<file path="config.mk">
export PLATFORM = sky130hd
export DESIGN_NAME = ascii_integer_parser
export DESIGN_NICKNAME = d
export VERILOG_FILES = /design/src/rtl/aip_pkg.sv /design/src/rtl/aip_core.sv /design/src/rtl/aip_out_buf.sv /design/src/rtl/ascii_integer_parser.sv
export SDC_FILE = /design/constraint.sdc
export NUM_CORES = 1
export LEC_CHECK = 0
export ABC_AREA = 0
export ABC_CLOCK_PERIOD_IN_PS = 9050
export BUFFER_PORTS_ARGS = -buffer_cell sky130_fd_sc_hd__buf_4
export CAP_MARGIN = 20
export CORE_MARGIN = 2
export CORE_UTILIZATION = 55
export DETAILED_ROUTE_END_ITERATION = 7
export PLACE_DENSITY = 0.76
export SYNTH_ARGS = -nofsm -noshare
export SYNTH_HDL_FRONTEND = slang
export SYNTH_SLANG_ARGS = --single-unit
export TNS_END_PERCENT = 100
</file>
<file path="constraint.sdc">
create_clock -name clock -period 9.05 [get_ports clock]
set_input_delay 0.4525 -clock clock [delete_from_list [all_inputs] [get_ports clock]]
set_output_delay 0.4525 -clock clock [all_outputs]
set_load 0.05 [all_outputs]
</file>
<file path="src/rtl/aip_pkg.sv">
// Shared types, character codes and digit decode for the ASCII integer parser.
`default_nettype none

package aip_pkg;

   typedef struct packed {
      logic [7:0] character;
      logic       start_req;
      logic [5:0] radix;
   } req_type;

   typedef struct packed {
      logic signed [31:0] value;
      logic [11:0]        end_offset;
      logic               done_res;
   } rsp_type;

   localparam logic [7:0] CHAR_SPACE = 8'h20;
   localparam logic [7:0] CHAR_TAB   = 8'h09;
   localparam logic [7:0] CHAR_LF    = 8'h0A;
   localparam logic [7:0] CHAR_CR    = 8'h0D;
   localparam logic [7:0] CHAR_MINUS = 8'h2D;
   localparam logic [7:0] CHAR_PLUS  = 8'h2B;
   localparam logic [7:0] CHAR_ZERO  = 8'h30;
   localparam logic [7:0] CHAR_LOW_X = 8'h78;
   localparam logic [7:0] CHAR_UP_X  = 8'h58;

   localparam logic [5:0] BASE_AUTO  = 6'd0;
   localparam logic [5:0] BASE_ONE   = 6'd1;
   localparam logic [5:0] BASE_OCT   = 6'd8;
   localparam logic [5:0] BASE_DEC   = 6'd10;
   localparam logic [5:0] BASE_HEX   = 6'd16;
   localparam logic [5:0] BASE_MAX   = 6'd36;

   localparam logic [7:0] DIGIT_NONE = 8'hFF;

   // Decode 0-9, a-f, A-F; anything else is no digit.
   function automatic logic [7:0] char_value(input logic [7:0] c);
      logic [7:0] v;
      if (c >= 8'h30 && c <= 8'h39) begin
         v = c - 8'h30;
      end else if (c >= 8'h61 && c <= 8'h66) begin
         v = c - 8'h57;
      end else if (c >= 8'h41 && c <= 8'h46) begin
         v = c - 8'h37;
      end else begin
         v = DIGIT_NONE;
      end
      return v;
   endfunction

endpackage

`default_nettype wire

</file>
<file path="src/rtl/aip_core.sv">
// Parser state registers and the per-character next-state and result logic.
`default_nettype none

module aip_core #(
   parameter int unsigned MAX_CHARS = 4095
) (
   input  wire             clock,
   input  wire             reset,
   input  wire             load,
   input  aip_pkg::req_type req,
   output aip_pkg::rsp_type rsp_next
);
   import aip_pkg::*;

   localparam int unsigned PosW = $clog2(MAX_CHARS + 1);

   typedef enum logic [2:0] {
      PH_SPACE,
      PH_SIGNED,
      PH_ZERO,
      PH_DIGITS,
      PH_DONE
   } phase_type;

   phase_type       phase_ff, phase_in;
   logic            neg_ff, neg_in;
   logic [5:0]      base_ff, base_in;
   logic [31:0]     mag_ff, mag_in;
   logic [PosW-1:0] cons_ff, cons_in;
   logic [PosW-1:0] pos_ff, pos_in;

   phase_type       ph_v;
   phase_type       cur;
   logic [PosW-1:0] pos_v;
   logic [PosW-1:0] pos_adv;
   logic [7:0]      c;
   logic [7:0]      dv;
   logic            taken;
   logic            is_space;

   always_comb begin
      c        = req.character;
      ph_v     = phase_ff;
      neg_in   = neg_ff;
      base_in  = base_ff;
      mag_in   = mag_ff;
      cons_in  = cons_ff;
      pos_v    = pos_ff;
      // restart aborts whatever string is in progress
      if (req.start_req) begin
         ph_v    = PH_SPACE;
         neg_in  = 1'b0;
         base_in = req.radix;
         mag_in  = '0;
         cons_in = '0;
         pos_v   = '0;
         if (req.radix == BASE_ONE || req.radix > BASE_MAX) begin
            ph_v = PH_DONE;
         end
      end
      pos_in   = pos_v;
      pos_adv  = (32'(pos_v) < MAX_CHARS) ? pos_v + PosW'(1) : pos_v;
      is_space = (c == CHAR_SPACE) || (c == CHAR_TAB) || (c == CHAR_LF) || (c == CHAR_CR);
      dv       = char_value(c);
      taken    = 1'b0;
      cur      = ph_v;
      phase_in = ph_v;

      if (cur == PH_SPACE) begin
         if (is_space) begin
            pos_in = pos_adv;
            taken  = 1'b1;
         end else if (c == CHAR_PLUS || c == CHAR_MINUS) begin
            neg_in   = (c == CHAR_MINUS);
            pos_in   = pos_adv;
            phase_in = PH_SIGNED;
            taken    = 1'b1;
         end else begin
            cur = PH_SIGNED;
         end
      end
      if (!taken && cur == PH_SIGNED) begin
         if (c == CHAR_ZERO && (base_in == BASE_AUTO || base_in == BASE_HEX)) begin
            pos_in   = pos_adv;
            cons_in  = pos_adv;
            phase_in = PH_ZERO;
            taken    = 1'b1;
         end else begin
            if (base_in == BASE_AUTO) base_in = BASE_DEC;
            cur = PH_DIGITS;
         end
      end
      if (!taken && cur == PH_ZERO) begin
         if ((c == CHAR_LOW_X || c == CHAR_UP_X) &&
             (base_in == BASE_AUTO || base_in == BASE_HEX)) begin
            pos_in   = pos_adv;
            base_in  = BASE_HEX;
            phase_in = PH_DIGITS;
            taken    = 1'b1;
         end else begin
            if (base_in == BASE_AUTO) base_in = BASE_OCT;
            cur = PH_DIGITS;
         end
      end
      if (!taken && cur == PH_DIGITS) begin
         if (dv < {2'b00, base_in}) begin
            mag_in   = mag_in * 32'(base_in) + 32'(dv);
            pos_in   = pos_adv;
            cons_in  = pos_adv;
            phase_in = PH_DIGITS;
         end else begin
            phase_in = PH_DONE;
         end
      end

      rsp_next.value      = $signed(neg_in ? (32'd0 - mag_in) : mag_in);
      rsp_next.end_offset = 12'(cons_in);
      rsp_next.done_res   = (phase_in == PH_DONE);
   end

   always_ff @(posedge clock) begin
      if (reset) begin
         phase_ff <= PH_SPACE;
         neg_ff   <= 1'b0;
         base_ff  <= '0;
         mag_ff   <= '0;
         cons_ff  <= '0;
         pos_ff   <= '0;
      end else if (load) begin
         phase_ff <= phase_in;
         neg_ff   <= neg_in;
         base_ff  <= base_in;
         mag_ff   <= mag_in;
         cons_ff  <= cons_in;
         pos_ff   <= pos_in;
      end
   end

   a_pos_bound: assert property (@(posedge clock) disable iff (reset)
      32'(pos_ff) <= MAX_CHARS)
      else $error("position beyond limit");

   a_cons_le_pos: assert property (@(posedge clock) disable iff (reset)
      cons_ff <= pos_ff)
      else $error("consumed count ahead of position");

   a_done_sticky: assert property (@(posedge clock) disable iff (reset)
      (phase_ff == PH_DONE && load && !req.start_req) |=>
         (phase_ff == PH_DONE && $stable(mag_ff) && $stable(cons_ff)))
      else $error("state changed after parse finished");

endmodule

`default_nettype wire

</file>
<file path="src/rtl/aip_out_buf.sv">
// Two-entry result buffer: output register plus skid entry.
`default_nettype none

module aip_out_buf (
   input  wire              clock,
   input  wire              reset,
   input  wire              push,
   input  aip_pkg::rsp_type push_data,
   output logic             full,
   output logic             rsp_valid,
   input  wire              rsp_stall,
   output aip_pkg::rsp_type rsp_data
);
   import aip_pkg::*;

   logic    out_valid_ff, out_valid_in;
   logic    skid_valid_ff, skid_valid_in;
   rsp_type out_ff, out_in;
   rsp_type skid_ff, skid_in;
   logic    fire;

   always_comb begin
      fire          = out_valid_ff && !rsp_stall;
      out_valid_in  = out_valid_ff;
      skid_valid_in = skid_valid_ff;
      out_in        = out_ff;
      skid_in       = skid_ff;
      if (!out_valid_ff || fire) begin
         if (skid_valid_ff) begin
            // advance the skid entry; no push can arrive while it is full
            out_in        = skid_ff;
            out_valid_in  = 1'b1;
            skid_valid_in = 1'b0;
         end else begin
            out_in       = push_data;
            out_valid_in = push;
         end
      end else if (push) begin
         skid_in       = push_data;
         skid_valid_in = 1'b1;
      end
   end

   always_ff @(posedge clock) begin
      if (reset) begin
         out_valid_ff  <= 1'b0;
         skid_valid_ff <= 1'b0;
      end else begin
         out_valid_ff  <= out_valid_in;
         skid_valid_ff <= skid_valid_in;
      end
   end

   always_ff @(posedge clock) begin
      out_ff  <= out_in;
      skid_ff <= skid_in;
   end

   assign full      = skid_valid_ff;
   assign rsp_valid = out_valid_ff;
   assign rsp_data  = out_ff;

   a_skid_behind_out: assert property (@(posedge clock) disable iff (reset)
      skid_valid_ff |-> out_valid_ff)
      else $error("skid entry held without output entry");

   a_no_push_full: assert property (@(posedge clock) disable iff (reset)
      push |-> !skid_valid_ff)
      else $error("request pushed into full buffer");

   a_skid_moves_up: assert property (@(posedge clock) disable iff (reset)
      (fire && skid_valid_ff) |=> (out_valid_ff && out_ff == $past(skid_ff)))
      else $error("skid entry lost on drain");

endmodule

`default_nettype wire

</file>
<file path="src/rtl/ascii_integer_parser.sv">
// Top level of the streaming ASCII-to-integer parser.
// A request's result is registered in the output register, or in the skid entry while the output is stalled.
// Throughput: one request per cycle while req_stall is low.
// A two-entry result buffer keeps requests flowing while one result waits.
// Reset (synchronous, active high) empties the buffer and sets the parser as if a
// string had started with automatic base detection.
`default_nettype none

module ascii_integer_parser #(
   parameter int unsigned MAX_CHARS = 4095
) (
   input  wire              clock,
   input  wire              reset,
   input  wire              req_valid,
   output logic             req_stall,
   input  aip_pkg::req_type req_data,
   output logic             rsp_valid,
   input  wire              rsp_stall,
   output aip_pkg::rsp_type rsp_data
);
   import aip_pkg::*;

   rsp_type step_rsp;
   logic    accept;
   logic    full;

   assign req_stall = full;
   assign accept    = req_valid && !full;

   aip_core #(
      .MAX_CHARS(MAX_CHARS)
   ) u_core (
      .clock    (clock),
      .reset    (reset),
      .load     (accept),
      .req      (req_data),
      .rsp_next (step_rsp)
   );

   aip_out_buf u_out_buf (
      .clock     (clock),
      .reset     (reset),
      .push      (accept),
      .push_data (step_rsp),
      .full      (full),
      .rsp_valid (rsp_valid),
      .rsp_stall (rsp_stall),
      .rsp_data  (rsp_data)
   );

endmodule

`default_nettype wire
</file>
==> summary.txt <==
Crit path arrival time -> 8770 ps
total grt overflow -> 0
floorplan die width -> 167 um
Avg WL per Cell -> 20.0 um
outcome -> complete, but fails checks
Synth top area share -> 18.4%
worst r2r src -> u_core.base_ff[5]
CP max stage cell -> fa_1
most common cell after layout, fill and taps aside -> nor2_1
crit-path max cell delay -> 540 ps
floorplan row count -> 59
crit path time final -> 8590 ps
first-pass GRT wire length -> 64.7 mm
port bufs -> 65
most frequent cells in the layout -> 183 x nor2_1, 136 x nand2_1, 114 x fa_1
clock sinks -> 158
routability congestion estimate -> 0.928
core region area -> 26100 um2
Synth Instances -> 1610
Vias/cell -> 6.29
Post-CTS Setup Bufs -> 0
fraction of registers with async set/reset -> 0%
die area -> 28000 um2
yosys warns -> 0
Peak VDD IR -> 0.000151 V
Fmax achieved -> 116 MHz
DRT antenna net count -> 0
met2 usage -> 46.1%
Max clock buf depth -> 2
Remaining DRCs -> 10
RSZ-0062 raised after global routing -> false
Starting Density -> 56.2%
Hold Slack -> 345 ps
reg-to-reg setup timing slack -> 460 ps
CTS HTree Levels -> 4
Setup TNS -> 0 ps
Post-DP HPWL -> 29.4 mm
hold buffers post-CTS -> 0
sequential cell area fraction in the yosys report -> 27.6%
worst setup path endpoint -> u_out_buf.rsp_data[41]
Ports -> 66
power per cell area -> 120 nW/um2
Clock Skews -> 14.0 ps
final setup vio count -> 0
total track usage -> 28.8%
largest net degree at the start of global routing -> 71
Nets -> 1845
startpoint types -> register
met3 usage -> 4.49%
Syn Nets -> 1822
Top FF cell, synth -> edfxtp_1
CTS resizes -> 0
nature of the critical path endpoint -> register
number of global-route vias before repair -> 12.1k
Critical Path Start -> u_core.base_ff[5]
Worst R2R End -> u_out_buf.rsp_data[41]
LEAKAGE -> 7.08 nW
Clk pin slew, worst setup/hold paths -> 60 ps
cell mode on critical path -> fa_1
Mapped Area -> 14700 um2
Post-synth EDFFs -> 90
number of unique standard cell types used by synthesis -> 92
GRT met1 Usage -> 40.1%
CTS Buf Count -> 17
WP data required -> 9230 ps
Fill cells -> 2231
CP Class -> reg2reg
syn_area_per_cell -> 9.13 um2
1st-iter DRT viols -> 1247
CTS tree -> built
fin crit share -> 94.9%
Max-slew headroom -> 30.6%
top cells by area, synth -> edfxtp_1 18%, fa_1 16%, dfxtp_1 9.3%, ha_1 6.7%, nor2_1 4.7%
Final Util -> 61.4%
n_diodes -> 0
failing checks -> design-rule violations
root buf cell -> clkbuf_16
Synth area leader -> edfxtp_1
layout cells sized above 1 -> 13.1%
total number of vias -> 12.5k
Hold Path Class -> in2reg
Max-Cap Viols -> 0
grt peak-use layer -> met2
Final Hold Fails -> 0
FF+latch count, synth -> 158
Clk Latency, worst-skew pair -> 440 ps
Detailed Route WL -> 39.6 mm
Die Y -> 167 um
Pins Over Slew Limit -> 0
P&R area growth vs syn -> 9.22%
initial antenna violation count -> 0
slew at the pin with the worst max-slew slack -> 1040 ps
R2R cell count -> 26
CP Max Fanout -> 28
drt pass-1 iters -> 8
## kinds of logic (layout without fill, tap and decap cells)
group / Yosys count / count (layout) / synth area share [%]
adder cells (fa/ha/maj): 193 / 193 / 22.3
AND/OR/NAND/NOR: 582 / 582 / 19.3
multiplexers: 61 / 61 / 4.56
AO/OA/AOI/OAI: 371 / 371 / 17.7
buffers and inverters: 182 / 218 / 4.87
flip-flops: 158 / 158 / 27.6
XOR/XNOR: 63 / 63 / 3.75
## synthesized netlist by cell type, types with 5 or more instances
cell type and number:
o22ai_1 5, a311oi_1 5, xor2_1 20, nor3_1 30
a211o_1 5, buf_1 7, a41oi_1 7, xnor2_1 43
a21o_1 31, o31ai_1 12, a21oi_1 102, nor2b_1 20
or2_2 6, nand2_1 137, edfxtp_1 90, a31oi_1 19
o32ai_1 6, nor3b_1 6, o211ai_1 11, mux2_2 47
nand3_1 35, o31a_1 5, dfxtp_1 68, a211oi_1 33
ha_1 79, or3_1 8, mux2i_1 13, and2_1 76
nand4_1 7, nand2b_1 23, fa_1 114, o211a_1 8
inv_1 92, and3_1 20, clkbuf_1 61, a22oi_1 8
a31o_2 6, nor4_1 6, o21ai_0 49, buf_2 20
nor2_1 184, o21a_1 8
## final cells by class
type | instances | area (um2) | area share (%)
multi-input combinational | 1270 | 9960 | 62.1
sequential | 158 | 4070 | 25.3
timing repair buffer | 93 | 706 | 4.40
clock buffer | 18 | 429 | 2.67
tap | 335 | 419 | 2.61
inverter | 93 | 349 | 2.17
clock inverter | 14 | 124 | 0.772
## power by group
part	internal (mW)	switching, mW	total (mW)
combinational	0.136	0.279	0.416
clock	0.362	0.326	0.689
sequential	0.793	0.0235	0.817
## critical path, delay by kind of cell, from the launching register on
kind                     cells  cell delay (ps)
AO/OA/AOI/OAI                7             2160
XOR/XNOR                     1              200
adder cells (fa/ha/maj)      5             2430
buffers and inverters        4              660
flip-flops                   1              370
multiplexers                 1              280
AND/OR/NAND/NOR              8             2220
## routing by layer
| layer | vias to the layer above | wire, um |
|---|---|---|
| met5 | - | 0 |
| met4 | 0 | 1360 |
| met3 | 74 | 2710 |
| met2 | 533 | 18600 |
| met1 | 6128 | 17000 |
| li1 | 5729 | - |
## through the flow
step	worst slack, ps	power (mW)	instance area, um2	std cells
floorplan	1040	1.11	14700	1610
global placement	253	1.23	15500	1948
detailed placement	63.1	1.24	15500	1948
CTS	476	1.92	16000	1980
global route	33.4	2.00	16100	1981
finish	460	1.92	16100	1981
## sequential cells by signal, summed over array words and instances, names as in the netlist
| name | cells |
|---|---|
| u_core.phase_ff | 3 |
| u_core.base_ff | 6 |
| u_out_buf.full | 1 |
| u_core.mag_ff | 32 |
| u_out_buf.rsp_data | 45 |
| u_core.neg_ff | 1 |
| u_out_buf.skid_ff | 45 |
| u_out_buf.rsp_valid | 1 |
| u_core.cons_ff | 12 |
| u_core.pos_ff | 12 |
## worst min path at each step
stage	from	to	slack (ps)	cells past startpoint
4_1_cts	req_valid	u_out_buf.rsp_valid	330	3
3_5_place_dp	u_core.cons_ff[1]	u_core.cons_ff[1]	450	2
6_report	req_valid	u_out_buf.rsp_valid	340	3
5_1_grt	req_valid	u_out_buf.rsp_valid	360	3
2_1_floorplan	u_core.cons_ff[1]	u_core.cons_ff[1]	440	2
3_3_place_gp	u_core.cons_ff[1]	u_core.cons_ff[1]	440	2
Power figures use the tool's default switching activity.
